<file path="src/sv/jafe_pkg.sv">
// shared types and constants for the joystick axis frame encoder
// no dependencies
package jafe_pkg;

    localparam int WINDOW_LEN_DEF = 5;
    localparam int NUM_AXES_DEF   = 2;

    localparam int SAMPLE_W = 12;
    localparam int BYTE_W   = 8;

    localparam logic [SAMPLE_W-1:0] CENTRE     = 12'd2047;
    localparam logic [BYTE_W-1:0]   FULL_SCALE = 8'd255;

    localparam logic [BYTE_W-1:0] AXIS_TAG       = 8'hAA;
    localparam logic [BYTE_W-1:0] BUTTON_TAG     = 8'hBB;
    localparam logic [BYTE_W-1:0] END_MARK       = 8'hFF;
    localparam logic [BYTE_W-1:0] DEADZONE_RESET = 8'd30;

    localparam logic REQ_AXIS   = 1'b0;
    localparam logic REQ_BUTTON = 1'b1;

    // floor(x / 2047) for x < 2**19 as (x * SCALE_MUL) >> SCALE_SH
    localparam int PROD_W      = 19;
    localparam int SCALE_MUL_W = 20;
    localparam int SCALE_SH    = 30;
    localparam logic [SCALE_MUL_W-1:0] SCALE_MUL = 20'd524545;

    localparam int FRAME_LEN = 5;
    localparam int IDX_W     = 3;
    localparam logic [IDX_W-1:0] IDX_FIRST = 3'd0;
    localparam logic [IDX_W-1:0] IDX_LAST  = 3'(FRAME_LEN - 1);

    typedef struct packed {
        logic              btn;
        logic              axis;
        logic [BYTE_W-1:0] bid;
        logic              bst;
    } t_req;

endpackage

</file>
<file path="src/sv/joystick_axis_frame_encoder.sv">
// joystick axis frame encoder: moving average, scaling, deadzone and byte framing
// depends on jafe_pkg
//
//   channel   direction  handshake                       payload
//   in        input      i_in_valid / o_in_stall         req_type, axis, sample, btn_code,
//                                                        button_state
//   out       output     o_out_valid / i_out_stall       frame_byte, frame_last
//   cfg       input      i_cfg_wr_en                     i_cfg_wr_data (deadzone)
//
// an item's first frame byte is valid once the item has passed the four pipeline stages
// (r1 to r4) and been loaded into the frame register; each item yields five bytes, one per
// cycle while the output is not stalled, so the byte serializer limits the sustained rate,
// while the pipeline can take new items until all of its stages are full.
// reset clears the sample windows and running sums and sets deadzone to 30.
// a stall on the output holds the frame register and backs up the pipeline to the input;
// a sample for an axis index of NUM_AXES or above is taken and dropped.
module joystick_axis_frame_encoder
    import jafe_pkg::*;
#(
    parameter int WINDOW_LEN = WINDOW_LEN_DEF,
    parameter int NUM_AXES   = NUM_AXES_DEF
) (
    input  logic                i_clk,
    input  logic                i_rst_n,
    input  logic                i_cfg_wr_en,
    input  logic [BYTE_W-1:0]   i_cfg_wr_data,
    input  logic                i_in_valid,
    output logic                o_in_stall,
    input  logic                i_req_type,
    input  logic                i_axis,
    input  logic [SAMPLE_W-1:0] i_sample,
    input  logic [BYTE_W-1:0]   i_btn_code,
    input  logic                i_button_state,
    output logic                o_out_valid,
    input  logic                i_out_stall,
    output logic [BYTE_W-1:0]   o_frame_byte,
    output logic                o_frame_last
);

    localparam int SUM_W   = SAMPLE_W + $clog2(WINDOW_LEN);
    localparam int DIV_SH  = SUM_W + $clog2(WINDOW_LEN);
    localparam int DIV_MUL = ((1 << DIV_SH) + WINDOW_LEN - 1) / WINDOW_LEN;
    localparam logic [SUM_W:0] DIV_MUL_V = (SUM_W+1)'(DIV_MUL);
    localparam int AX_IW   = (NUM_AXES > 1) ? $clog2(NUM_AXES) : 1;
    localparam logic [SUM_W-1:0] MAX_SUM = SUM_W'(WINDOW_LEN * 4095);

    logic [BYTE_W-1:0]   r_deadzone;
    logic [SAMPLE_W-1:0] r_win [NUM_AXES][WINDOW_LEN];
    logic [SUM_W-1:0]    r_sum [NUM_AXES];

    logic                r1_v, r2_v, r3_v, r4_v;
    t_req                r1_req, r2_req, r3_req, r4_req;
    logic [SUM_W-1:0]    r1_sum;
    logic [SAMPLE_W-1:0] r2_avg;
    logic [PROD_W-1:0]   r3_prod;
    logic                r3_neg, r4_neg;
    logic [BYTE_W-1:0]   r4_mag;

    logic                r_out_v;
    logic [IDX_W-1:0]    r_idx;
    logic [BYTE_W-1:0]   r_bytes [FRAME_LEN];

    logic                in_acc, axis_ok, win_we, s1_in;
    logic [AX_IW-1:0]    axis_idx;
    logic [SUM_W:0]      sum_ext;
    logic [SUM_W-1:0]    n_sum;
    logic                en1, en2, en3, en4, ld, out_done;
    t_req                in_req;
    logic [2*SUM_W:0]    avg_prod;
    logic [SAMPLE_W-1:0] avg;
    logic [SAMPLE_W-1:0] absd;
    logic                neg;
    logic [PROD_W-1:0]   prod;
    logic [PROD_W+SCALE_MUL_W-1:0] q_prod;
    logic [PROD_W+SCALE_MUL_W-SCALE_SH-1:0] q;
    logic [BYTE_W-1:0]   mag, kept;
    logic [15:0]         word;
    logic [BYTE_W-1:0]   n_bytes [FRAME_LEN];

    // flow control
    always_comb begin
        out_done   = r_out_v && !i_out_stall && (r_idx == IDX_LAST);
        ld         = !r_out_v || out_done;
        en4        = !r4_v || ld;
        en3        = !r3_v || en4;
        en2        = !r2_v || en3;
        en1        = !r1_v || en2;
        o_in_stall = !en1;
        in_acc     = i_in_valid && !o_in_stall;
    end

    // request decode and running sum
    always_comb begin
        axis_idx   = AX_IW'(i_axis);
        axis_ok    = 32'(i_axis) < NUM_AXES;
        win_we     = in_acc && (i_req_type == REQ_AXIS) && axis_ok;
        s1_in      = in_acc && ((i_req_type == REQ_BUTTON) || axis_ok);
        in_req.btn  = (i_req_type == REQ_BUTTON);
        in_req.axis = i_axis;
        in_req.bid  = i_btn_code;
        in_req.bst  = i_button_state;
        sum_ext = {1'b0, r_sum[axis_idx]} + (SUM_W+1)'(i_sample)
                  - (SUM_W+1)'(r_win[axis_idx][WINDOW_LEN-1]);
        n_sum   = sum_ext[SUM_W-1:0];
    end

    // average, centring, scaling, deadzone and frame build
    always_comb begin
        avg_prod = r1_sum * DIV_MUL_V;
        avg      = avg_prod[DIV_SH +: SAMPLE_W];

        neg  = r2_avg < CENTRE;
        absd = neg ? (CENTRE - r2_avg) : (r2_avg - CENTRE);
        prod = PROD_W'(absd) * PROD_W'(FULL_SCALE);

        q_prod = r3_prod * SCALE_MUL;
        q      = q_prod[PROD_W+SCALE_MUL_W-1:SCALE_SH];
        mag    = (q > 9'(FULL_SCALE)) ? FULL_SCALE : q[BYTE_W-1:0];

        kept = (r4_mag < r_deadzone) ? '0 : r4_mag;
        word = r4_neg ? (16'd0 - {8'd0, kept}) : {8'd0, kept};
        if (r4_req.btn) begin
            n_bytes[0] = BUTTON_TAG;
            n_bytes[1] = r4_req.bid;
            n_bytes[2] = {7'd0, r4_req.bst};
            n_bytes[3] = '0;
        end else begin
            n_bytes[0] = AXIS_TAG;
            n_bytes[1] = {7'd0, r4_req.axis};
            n_bytes[2] = word[15:8];
            n_bytes[3] = word[7:0];
        end
        n_bytes[4] = END_MARK;
    end

    always_ff @(posedge i_clk) begin
        if (!i_rst_n) begin
            r_deadzone <= DEADZONE_RESET;
            for (int a = 0; a < NUM_AXES; a++) begin
                r_sum[a] <= '0;
                for (int k = 0; k < WINDOW_LEN; k++) begin
                    r_win[a][k] <= '0;
                end
            end
            r1_v    <= 1'b0;
            r2_v    <= 1'b0;
            r3_v    <= 1'b0;
            r4_v    <= 1'b0;
            r_out_v <= 1'b0;
            r_idx   <= IDX_FIRST;
        end else begin
            if (i_cfg_wr_en) begin
                r_deadzone <= i_cfg_wr_data;
            end
            for (int a = 0; a < NUM_AXES; a++) begin
                if (win_we && (axis_idx == AX_IW'(a))) begin
                    r_sum[a]    <= n_sum;
                    r_win[a][0] <= i_sample;
                    for (int k = 1; k < WINDOW_LEN; k++) begin
                        r_win[a][k] <= r_win[a][k-1];
                    end
                end
            end
            if (en1) r1_v <= s1_in;
            if (en2) r2_v <= r1_v;
            if (en3) r3_v <= r2_v;
            if (en4) r4_v <= r3_v;
            if (ld) begin
                r_out_v <= r4_v;
                r_idx   <= IDX_FIRST;
            end else if (!i_out_stall) begin
                r_idx <= r_idx + 3'd1;
            end
        end
    end

    // payload registers
    always_ff @(posedge i_clk) begin
        if (en1) begin
            r1_req <= in_req;
            r1_sum <= n_sum;
        end
        if (en2) begin
            r2_req <= r1_req;
            r2_avg <= avg;
        end
        if (en3) begin
            r3_req  <= r2_req;
            r3_prod <= prod;
            r3_neg  <= neg;
        end
        if (en4) begin
            r4_req <= r3_req;
            r4_mag <= mag;
            r4_neg <= r3_neg;
        end
        if (ld) begin
            for (int k = 0; k < FRAME_LEN; k++) begin
                r_bytes[k] <= n_bytes[k];
            end
        end
    end

    assign o_out_valid  = r_out_v;
    assign o_frame_byte = r_bytes[r_idx];
    assign o_frame_last = (r_idx == IDX_LAST);

    a_first_tag: assert property (@(posedge i_clk) disable iff (!i_rst_n)
        (r_out_v && r_idx == IDX_FIRST) |-> (o_frame_byte == AXIS_TAG ||
                                             o_frame_byte == BUTTON_TAG))
        else $error("frame does not open with a tag byte");

    a_sum_range: assert property (@(posedge i_clk) disable iff (!i_rst_n)
        r_sum[0] <= MAX_SUM)
        else $error("running sum out of range");

    a_stall_full: assert property (@(posedge i_clk) disable iff (!i_rst_n)
        o_in_stall |-> (r1_v && r2_v && r3_v && r4_v && r_out_v))
        else $error("input stalled with a free pipeline slot");

    a_frame_restart: assert property (@(posedge i_clk) disable iff (!i_rst_n)
        out_done |=> (!r_out_v || r_idx == IDX_FIRST))
        else $error("next frame does not start at its first byte");

endmodule
</file>
<file path="config.mk">
export PLATFORM = sky130hd
export DESIGN_NAME = joystick_axis_frame_encoder
export DESIGN_NICKNAME = d
export VERILOG_FILES = /design/src/sv/jafe_pkg.sv /design/src/sv/joystick_axis_frame_encoder.sv
export SDC_FILE = /design/constraint.sdc
export NUM_CORES = 1
export LEC_CHECK = 0
export BUFFER_PORTS_ARGS = -buffer_cell sky130_fd_sc_hd__buf_4
export CORE_MARGIN = 2
export CORE_UTILIZATION = 65
export CTS_CLUSTER_DIAMETER = 80
export CTS_CLUSTER_SIZE = 25
export DETAILED_ROUTE_END_ITERATION = 8
export PLACE_DENSITY = 0.82
export SYNTH_ARGS = -nofsm -noshare
export SYNTH_HDL_FRONTEND = slang
export SYNTH_SLANG_ARGS = --single-unit
</file>
<file path="constraint.sdc">
create_clock -name i_clk -period 12.9 [get_ports i_clk]
set_input_delay 1.29 -clock i_clk [delete_from_list [all_inputs] [get_ports i_clk]]
set_output_delay 1.29 -clock i_clk [all_outputs]
set_load 0.02 [all_outputs]
</file>
; After elaboration in Yosys (flattened, before gate mapping)
; Memory sizes are Yosys's and may differ from the RTL's. A register that Yosys moved wholly into a read port is not among the register bits.
; Cells that the tools add are included.
[classes]
addsub = 6
n_mul = 3
magnitude_cmp = 3
eq_ne = 1
mux = 27
n_bitwise = 15
n_reduce_logical = 19
[ops]
columns = op, count
row1 = $mux 12, 11
row2 = $mul 19x20->39 const B, 1
row3 = $mul 15x16->30 const B, 1
row4 = $mux 15, 2
row5 = $mux 29, 1
row6 = $mul 12x8->19 const B, 1
row7 = $mux 16, 1
row8 = $add 15x12->15, 1
row9 = $sub 15x12->15, 1
row10 = $lt 12x11->1 const B, 1
row11 = $or 1x1->1, 12
row12 = $sub 11x12->12 const A, 1
row13 = $sub 12x11->12 const B, 1
row14 = $gt 9x8->1 const B, 1
row15 = $mux 1, 9
row16 = $sub 1x8->9 const A, 1
row17 = $lt 8x8->1, 1
row18 = $mux 8, 1
row19 = $logic_not 1->1, 7
row20 = $logic_and 1x1->1, 6
row21 = $mux 3, 2
row22 = $logic_or 1x1->1, 5
row23 = $add 3x1->3 const B, 1
row24 = $eq 3x3->1 const B, 1
row25 = 2 further kinds, 4
[word_totals]
regBits = 116
ramBits = 190
out_inout_bits = 11
n_memories = 3
[mem_list]
columns = memory, words, word_bits, rd, rd_ports_with_merged_regs, wr, line_no
row1 = r_win, 2, 60, 3, 0, 2, joystick_axis_frame_encoder.sv:48  ; logic [SAMPLE_W-1:0] r_win [NUM_AXES][WINDOW_LEN];
row2 = r_bytes, 5, 8, 1, 1, 5, joystick_axis_frame_encoder.sv:61  ; logic [BYTE_W-1:0] r_bytes [FRAME_LEN];
row3 = r_sum, 2, 15, 1, 0, 2, joystick_axis_frame_encoder.sv:49  ; logic [SUM_W-1:0] r_sum [NUM_AXES];

; Depth between registers and ports, before layout
; Gate-level depths: netlist of the first run.
[depth]
word_depth = 15
depth_mapped = 26
ltp_nobuf = 26

; Least setup slack after synthesis of the first run
; No wires, ideal clock.
[synth_path]
path_kind = input to register
from = in i_out_stall
to = mem r_sum[0][0] in the netlist's numbering (enable)
arrival_ps = 7904
setup_slack_ps = 4385
cell_stages = 8
n_path_buf = 1
cell_sequence = o21a_4 and3_4 nand3_4 inv_4 nor3b_4 clkbuf_1 inv_1 o21ai_0
[synth_lines]
columns = element, line_no
row1 = start: declaration, joystick_axis_frame_encoder.sv:35  ; input logic i_out_stall,
row2 = end: declaration, joystick_axis_frame_encoder.sv:49

; Final worst setup path of the first run
[layout_path]
from = reg r2_avg[0]
to = reg r3_prod[18] (data pin)
[layout_between]
elab_chain_len = 3
[layout_lines]
columns = element, line_no
row1 = start: declaration, joystick_axis_frame_encoder.sv:54  ; logic [SAMPLE_W-1:0] r2_avg;
row2 = start signal: assignment, joystick_axis_frame_encoder.sv:185  ; r2_avg <= avg;
row3 = $lt 12x11->1, joystick_axis_frame_encoder.sv:112  ; neg = r2_avg < CENTRE;
row4 = named net neg, joystick_axis_frame_encoder.sv:72  ; logic neg;
row5 = $mux 12, joystick_axis_frame_encoder.sv:113  ; absd = neg ? (CENTRE - r2_avg) : (r2_avg - CENTRE);
row6 = $mul 12x8->19, joystick_axis_frame_encoder.sv:114  ; prod = PROD_W'(absd) * PROD_W'(FULL_SCALE);
row7 = named net prod[18], joystick_axis_frame_encoder.sv:73  ; logic [PROD_W-1:0] prod;
row8 = end signal: assignment, joystick_axis_frame_encoder.sv:189  ; r3_prod <= prod;
row9 = end: declaration, joystick_axis_frame_encoder.sv:55  ; logic [PROD_W-1:0] r3_prod;
; The timed path passes the listed nets, and every way through them passes these cells.
; A chain may end at the register's enable or synchronous reset.

==> results of run 1 <==
how the worst max path moves through the flow:
| stage | end | slack (ps) | cells after the start |
|---|---|---|---|
| 5_1_grt | r3_prod[17]$_DFFE_PP_ | 6400 | 22 |
| 6_report | r3_prod[18]$_DFFE_PP_ | 6800 | 24 |
| 4_1_cts | r3_prod[18]$_DFFE_PP_ | 6810 | 24 |
| 2_1_floorplan | r_sum[0][0]$_DFFE_PP_ | 4380 | 8 |
| 3_3_place_gp | r3_prod[17]$_DFFE_PP_ | 7050 | 22 |
| 3_5_place_dp | r3_prod[18]$_DFFE_PP_ | 6880 | 24 |
through the flow:
step	cell area, sq um	hold WS (ps)	setup slack (ps)	utilization (%)	cells
2_1_floorplan	19000	400	4380	-	1536
3_3_place_gp	19600	401	7050	68.2	1931
3_5_place_dp	19600	405	6880	68.2	1931
4_1_cts	20200	426	6810	70.3	1959
5_1_grt	20200	430	6400	70.3	1959
6_report	20200	419	6800	70.3	1959
worst max-delay path, delay by kind of cell, from the launching register on:
family / cells / cell delay (ps)
adders and majority gates: 6 / 2500
AOI/OAI and AO/OA: 7 / 1190
xor gates and xnor gates: 2 / 690
DFF: 1 / 540
and+or+nand+nor: 4 / 540
buffers and inverters: 5 / 370
layout by cell type (no fill, tap or decap), types with 6 or more instances in the layout:
| master | n |
|---|---|
| mux2_2 | 18 |
| buf_4 | 52 |
| ha_1 | 233 |
| o21a_1 | 13 |
| and2_1 | 19 |
| nand2_1 | 51 |
| edfxtp_1 | 269 |
| mux2i_1 | 25 |
| nor2b_1 | 24 |
| dfxtp_1 | 19 |
| or3_1 | 6 |
| and3_1 | 103 |
| o211ai_1 | 9 |
| fa_1 | 121 |
| xnor2_1 | 36 |
| inv_1 | 258 |
| nand4_1 | 7 |
| clkbuf_16 | 19 |
| a21oi_1 | 40 |
| nor2_1 | 55 |
| a211oi_1 | 6 |
| a21o_1 | 9 |
| or2_2 | 7 |
| o21ai_0 | 14 |
| xor2_1 | 18 |
| nand3_1 | 18 |
| nor3_1 | 30 |
final cells by class:
| type | count | area (sq um) | share of cell area, % |
|---|---|---|---|
| multi-input cells | 947 | 9280 | 46.0 |
| flip-flops and latches | 288 | 8460 | 41.9 |
| inverters | 260 | 978 | 4.85 |
| well taps | 384 | 480 | 2.38 |
| clock buffers | 20 | 479 | 2.38 |
| repair buffers | 52 | 390 | 1.94 |
| clock inverters | 8 | 98.8 | 0.490 |
state kept, by name (all words and copies together) (netlist names), named ones only:
name / flops
o_out_valid: 1
r1_req: 11
r1_sum: 15
r1_v: 1
r2_avg: 12
r2_req: 11
r2_v: 1
r3_neg: 1
r3_prod: 19
r3_req: 11
r3_v: 1
r4_mag: 8
r4_neg: 1
r4_req: 11
r4_v: 1
r_bytes: 19
r_deadzone: 8
r_idx: 3
r_sum: 30
r_win: 120
cell families after synthesis:
logic type / Yosys count / synth area share [%]
fa+ha+maj: 354 / 28.2
simple gates: 350 / 10.2
buf+inv: 301 / 6.47
flops: 288 / 44.6
compound gates: 146 / 5.61
xor+xnor: 54 / 2.50
mux: 43 / 2.39
layer usage:
metal	track usage (%)	up-vias	wire [microns]
met5	0	-	0
li1	-	5389	-
met3	2.68	57	1210
met4	6.53	0	881
met1	28.3	5553	14100
met2	43.5	216	18300
==> metrics.log, run 1 <==
[metrics] count of boundary I/O pins: 47
[metrics] starting density of the core: between 60% and 70%
[metrics] min cycle time layout: ~6100 ps
[metrics] nets: 1957
[metrics] total number of vias: 11200
[metrics] number of warnings reported in the yosys synthesis log: 0
[metrics] Crit Path Category: flip-flop to flip-flop
[metrics] maximum clock path buffer count: 3
[metrics] post-detailed-route count of antenna-violating nets: 0
[metrics] maximum clock skew at final layout: 26.1 ps
[metrics] count of flip-flops with a built-in enable after synthesis: 269
[metrics] clock tree from TritonCTS: built
[metrics] Reg2Reg Setup Slack: 6800 ps
[metrics] via count of the first global-routing pass: 11800
[metrics] global-route wire length before repair: 57.1 mm
[metrics] violation count after the first detailed-route iteration: 570
[metrics] count of cells along the worst register-to-register path: 24
[metrics] master of the slowest instance on the critical path: edfxtp_1
[metrics] cell types with the largest area share after synthesis: edfxtp_1 43%, ha_1 15%, fa_1 13%, inv_1 5.1%, and3_1 3.4%
[metrics] Die Wd: 175 microns
[metrics] Hold Crit Start: r3_req[0]$_DFFE_PP_
[metrics] routed wirelength normalized by instance count: 17.6 microns
[metrics] syn nets: 1926
[metrics] transition time at the pin with the least slew margin: 1160 ps
[metrics] data arrival time of the critical path: 6350 ps
[metrics] synthesized netlist cell count: 1536
[metrics] Post-CTS Hold Buffers: 0
[metrics] Std-Cell Core Area: 28700 sq um
[metrics] weighted congestion at the end of routability-driven global placement: 0.921
[metrics] share of the cycle needed by the critical path after routing: 47.3%
[metrics] GR Util All Layers: between 20% and 30%
[metrics] number of antenna violations at the first check in global routing: 0
[metrics] most common cell in the synthesized netlist: edfxtp_1
[metrics] cell-by-cell listing of the critical path: ha_1 > nand4_1 > nor2_1 > or2_4 > inv_2 > a31oi_2 > xnor2_1 > inv_1 > fa_1 > inv_1 > ha_1 > inv_1 > fa_1 > fa_1 > inv_1 > ha_1 > o21a_1 > a211oi_2 > o2111ai_1 > a31oi_1 > nor2b_1 > o21ai_1 > a21oi_1 > xnor2_1
[metrics] clock sink total: 288
[metrics] Area Overhead vs Synth: 6.41%
[metrics] number of instances on the worst hold path: 0
[metrics] Setup TNS Final: 0 ps
[metrics] number of rows created at floorplan: 62
[metrics] DRT Wirelength: ~34 mm
[metrics] startpoint class of the critical path: flip-flop
[metrics] leading post-synthesis cells by instance count: 269 x edfxtp_1, 258 x inv_1, 233 x ha_1
[metrics] layout cells sized above 1: 8.70%
[metrics] sequential element share of the synthesized area: around 45%
[metrics] headroom to the max-slew limit: 22.5%
[metrics] # diodes: 0
[metrics] Pre-antenna DRT Iters: 5
[metrics] IO buf count: 46
[metrics] status: finished clean
[metrics] final count of negative-setup-slack endpoints: 0
[metrics] Distinct cells, synth: 82
[metrics] register bit total from synthesis: 288
[metrics] pin count of the biggest net entering global routing: 77
[metrics] portion of synthesized cell area occupied by the leading cell type: 42.6%
[metrics] per-cell via count in the routed design: about 5.7
[metrics] worst reg2reg path startpoint: r2_avg[0]$_DFFE_PP_
[metrics] clk_lat worst skew: roughly 520 ps
[metrics] half-perimeter wire length after detailed placement: 25.8 mm
[metrics] Die ar.: 30500 sq um
[metrics] nature of the critical path endpoint: flip-flop
[metrics] Die Span Y: 175 microns
[metrics] main flop type after synthesis: edfxtp_1
[metrics] endpoint of the most critical register-to-register path: r3_prod[18]$_DFFE_PP_
[metrics] CTS Root Buffer Type: clkbuf_16
[metrics] final hold violation count: 0
[metrics] global-route congestion overflow total: 0
[metrics] Max H-tree Level: 1
[metrics] fraction of registers with async set/reset: 0%
[metrics] TritonCTS buffer count: 18
[metrics] average size of a mapped cell: about 12 sq um
[metrics] number of setup buffers added after CTS: 0
[metrics] synthesized cell area: 19000 sq um
[metrics] count of instances resized after the clock tree is built: 0
[metrics] Max stage delay on crit path: 540 ps
[metrics] Worst Hold End: r4_req[0]$_DFFE_PP_
[metrics] Max Fclk: ~160 MHz
[metrics] final count of pins violating max slew: 0
[metrics] filler cell count in the final layout: a little under 2000
[metrics] worst path required time: 13150 ps
[metrics] Synth area leader: edfxtp_1
[metrics] CP Max Fanout: 7
[metrics] most used cell, CP: inv_1
[metrics] max-capacitance violation count: 0
[metrics] residual DRC count: 0
[metrics] worst min-delay path category: flip-flop to flip-flop
[metrics] worst setup path start: r2_avg[0]$_DFFE_PP_
[metrics] clock input transition at the sequential cells of the worst setup and hold paths: 90 ps
[metrics] setup repair after global routing missed its margin: no
Power of run 1 is left out: the tool's default activity adds up to more than one toggle a clock period on the data nets, which glitch-free logic cannot reach.
==> inputs of run 2 (changes only) <==
--- a/config.mk
+++ b/config.mk
@@ -7,11 +7,11 @@
 export LEC_CHECK = 0
 export BUFFER_PORTS_ARGS = -buffer_cell sky130_fd_sc_hd__buf_4
 export CORE_MARGIN = 2
-export CORE_UTILIZATION = 65
+export CORE_UTILIZATION = 64
 export CTS_CLUSTER_DIAMETER = 80
 export CTS_CLUSTER_SIZE = 25
 export DETAILED_ROUTE_END_ITERATION = 8
-export PLACE_DENSITY = 0.82
+export PLACE_DENSITY = 0.81
 export SYNTH_ARGS = -nofsm -noshare
 export SYNTH_HDL_FRONTEND = slang
 export SYNTH_SLANG_ARGS = --single-unit
==> constraint.sdc (replaced) <==
create_clock -name i_clk -period 6.3 [get_ports i_clk]
set_input_delay 0.63 -clock i_clk [delete_from_list [all_inputs] [get_ports i_clk]]
set_output_delay 0.63 -clock i_clk [all_outputs]
set_load 0.02 [all_outputs]
==> run 2 against run 1 <==
- highest routed layer unchanged
- largest cell class unchanged
- routed wire length decreased by 0.62%
- via count decreased by 0.77%
- cell count increased by 0.10%
- critical path type unchanged
- flip-flop and latch count unchanged
==> metrics.log, run 2 (synthesis gave the netlist of run 1 again) <==
[metrics] starting density of the core: 65.5%
[metrics] clock input transition at the sequential cells of the worst setup and hold paths: roughly 90 ps
[metrics] global-route wire length before repair: 56.3 mm
[metrics] startpoint class of the critical path: flip-flop
[metrics] worst min-delay path category: input pin to flip-flop
[metrics] Area Overhead vs Synth: 6.31%
[metrics] pin count of the biggest net entering global routing: 77
[metrics] GR Util met1: 27.7%
[metrics] count of instances resized after the clock tree is built: 0
[metrics] Pre-antenna DRT Iters: 5
[metrics] residual DRC count: 0
[metrics] final count of pins violating max slew: 0
[metrics] IO buf count: between 40 and 50
[metrics] headroom to the max-slew limit: 20.5%
[metrics] number of rows created at floorplan: 62
[metrics] half-perimeter wire length after detailed placement: 25.9 mm
[metrics] count of boundary I/O pins: 47
[metrics] via count of the first global-routing pass: 11800
[metrics] Std-Cell Core Area: 28900 sq um
[metrics] met3 Track Usage GR: 2.76%
[metrics] Max Fclk: 171 MHz
[metrics] final count of negative-setup-slack endpoints: 0
[metrics] min cycle time layout: 5860 ps
[metrics] Die Wd: 176 microns
[metrics] GR Util All Layers: 22.8%
[metrics] Max H-tree Level: 1
[metrics] nets: 1960
[metrics] maximum clock skew at final layout: 31.3 ps
[metrics] most common library cell in the layout ignoring fill and taps: edfxtp_1
[metrics] setup repair after global routing missed its margin: no
[metrics] global routing met2 resource utilization: between 40% and 50%
[metrics] number of antenna violations at the first check in global routing: 0
[metrics] number of setup buffers added after CTS: 0
[metrics] share of the cycle needed by the critical path after routing: 93.1%
[metrics] Post-CTS Hold Buffers: 0
[metrics] status: finished clean
[metrics] DRT Wirelength: 34.2 mm
[metrics] total number of vias: about 11000
[metrics] maximum clock path buffer count: 3
[metrics] CP Max Fanout: 7
[metrics] Reg2Reg Setup Slack: 440 ps
[metrics] Crit Path Category: flip-flop to flip-flop
[metrics] data arrival time of the critical path: between 6000 and 7000 ps
[metrics] post-detailed-route count of antenna-violating nets: 0
[metrics] global-route congestion overflow total: 0
[metrics] per-cell via count in the routed design: roughly 5.7
[metrics] Top reg by flops: r_win
[metrics] clock sink total: 288
[metrics] violation count after the first detailed-route iteration: 639
[metrics] TritonCTS buffer count: 17
[metrics] # diodes: 0
[metrics] commonest cells after routing, fill and taps aside: 269 x edfxtp_1, 258 x inv_1, 233 x ha_1, 121 x fa_1, 103 x and3_1
[metrics] Regs by FF count: r_win: 120 flops, r_sum: 30 flops
[metrics] layout cells sized above 1: 8.69%
[metrics] clock tree from TritonCTS: built
[metrics] number of flip-flops in the largest register: 120
[metrics] Die Span Y: 176 microns
[metrics] final hold violation count: 0
[metrics] max-capacitance violation count: 0
[metrics] worst path required time: 6550 ps
[metrics] Setup TNS Final: 0 ps
[metrics] routed wirelength normalized by instance count: 17.5 microns
[metrics] transition time at the pin with the least slew margin: 1190 ps
[metrics] clk_lat worst skew: 510 ps
[metrics] CTS Root Buffer Type: clkbuf_16
[metrics] most used routing layer: met2
[metrics] nature of the critical path endpoint: flip-flop
[metrics] weighted congestion at the end of routability-driven global placement: 0.873
[metrics] Die ar.: 31000 sq um
run 2: cell types whose count changed in the layout (fill, tap and decap cells not counted):
cell       previous run  this run
buf_4                52        56
clkbuf_1              1         4
inv_6                 3         0
clkbuf_16            19        17
clkinv_16             0         1
clkinv_4              1         2
clkinv_8              0         1
inv_12                2         1
inv_16                1         0
inv_8                 1         0
xnor2_1              36        35
xnor2_2               0         1
run 2: final cells by class:
cell class	count	area (sq um)
timing repair buffer	56	420
inverter	260	978
multi-input combinational	947	9290
clock buffer	21	440
tap	384	480
clock inverter	5	80.1
fill	2000	8790
sequential	288	8460
run 2: worst paths after layout:
path | from | endpoint | cells after the start
hold / removal | i_btn_code[6] | r1_req[7]$_DFFE_PN_ | 1
setup / recovery | r2_avg[0]$_DFFE_PP_ | r3_prod[16]$_DFFE_PP_ | 22
hold reg to reg | r3_req[6]$_DFFE_PP_ | r4_req[6]$_DFFE_PP_ | 0
setup reg to reg | r2_avg[0]$_DFFE_PP_ | r3_prod[16]$_DFFE_PP_ | 22
run 2: critical path, stage by stage, from the launching register on:
cell and delay (ps):
edfxtp_1 530, ha_1 310, nand4_1 120, nor2_1 60, or2_4 250, inv_2 80, nor2_1 50, xnor2_1 450
fa_1 560, fa_1 540, fa_1 550, inv_1 50, fa_1 530, inv_1 50, ha_1 330, o21a_1 180
nand3_1 100, o2111ai_1 210, a31oi_1 150, nor2b_1 130, o21ai_1 80, and2b_1 170, xnor2_1 120
run 2: stage by stage:
stage	hold slack (ps)	cells	cell area, sq um	utilization, %	setup slack, ps
finish	295	1961	20100	69.6	438
global route	274	1961	20100	69.6	99.3
CTS	279	1961	20100	69.6	187
detailed placement	405	1935	19600	67.8	231
global placement	401	1935	19600	67.8	369
floorplan	400	1536	19000	-	469
run 2: routing by layer:
| layer | vias up | wire (microns) |
|---|---|---|
| li1 | 5382 | - |
| met1 | 5448 | 14000 |
| met2 | 229 | 18000 |
| met3 | 70 | 1270 |
| met4 | 0 | 943 |
| met5 | - | 0 |
Power of run 2 is left out for the same reason.
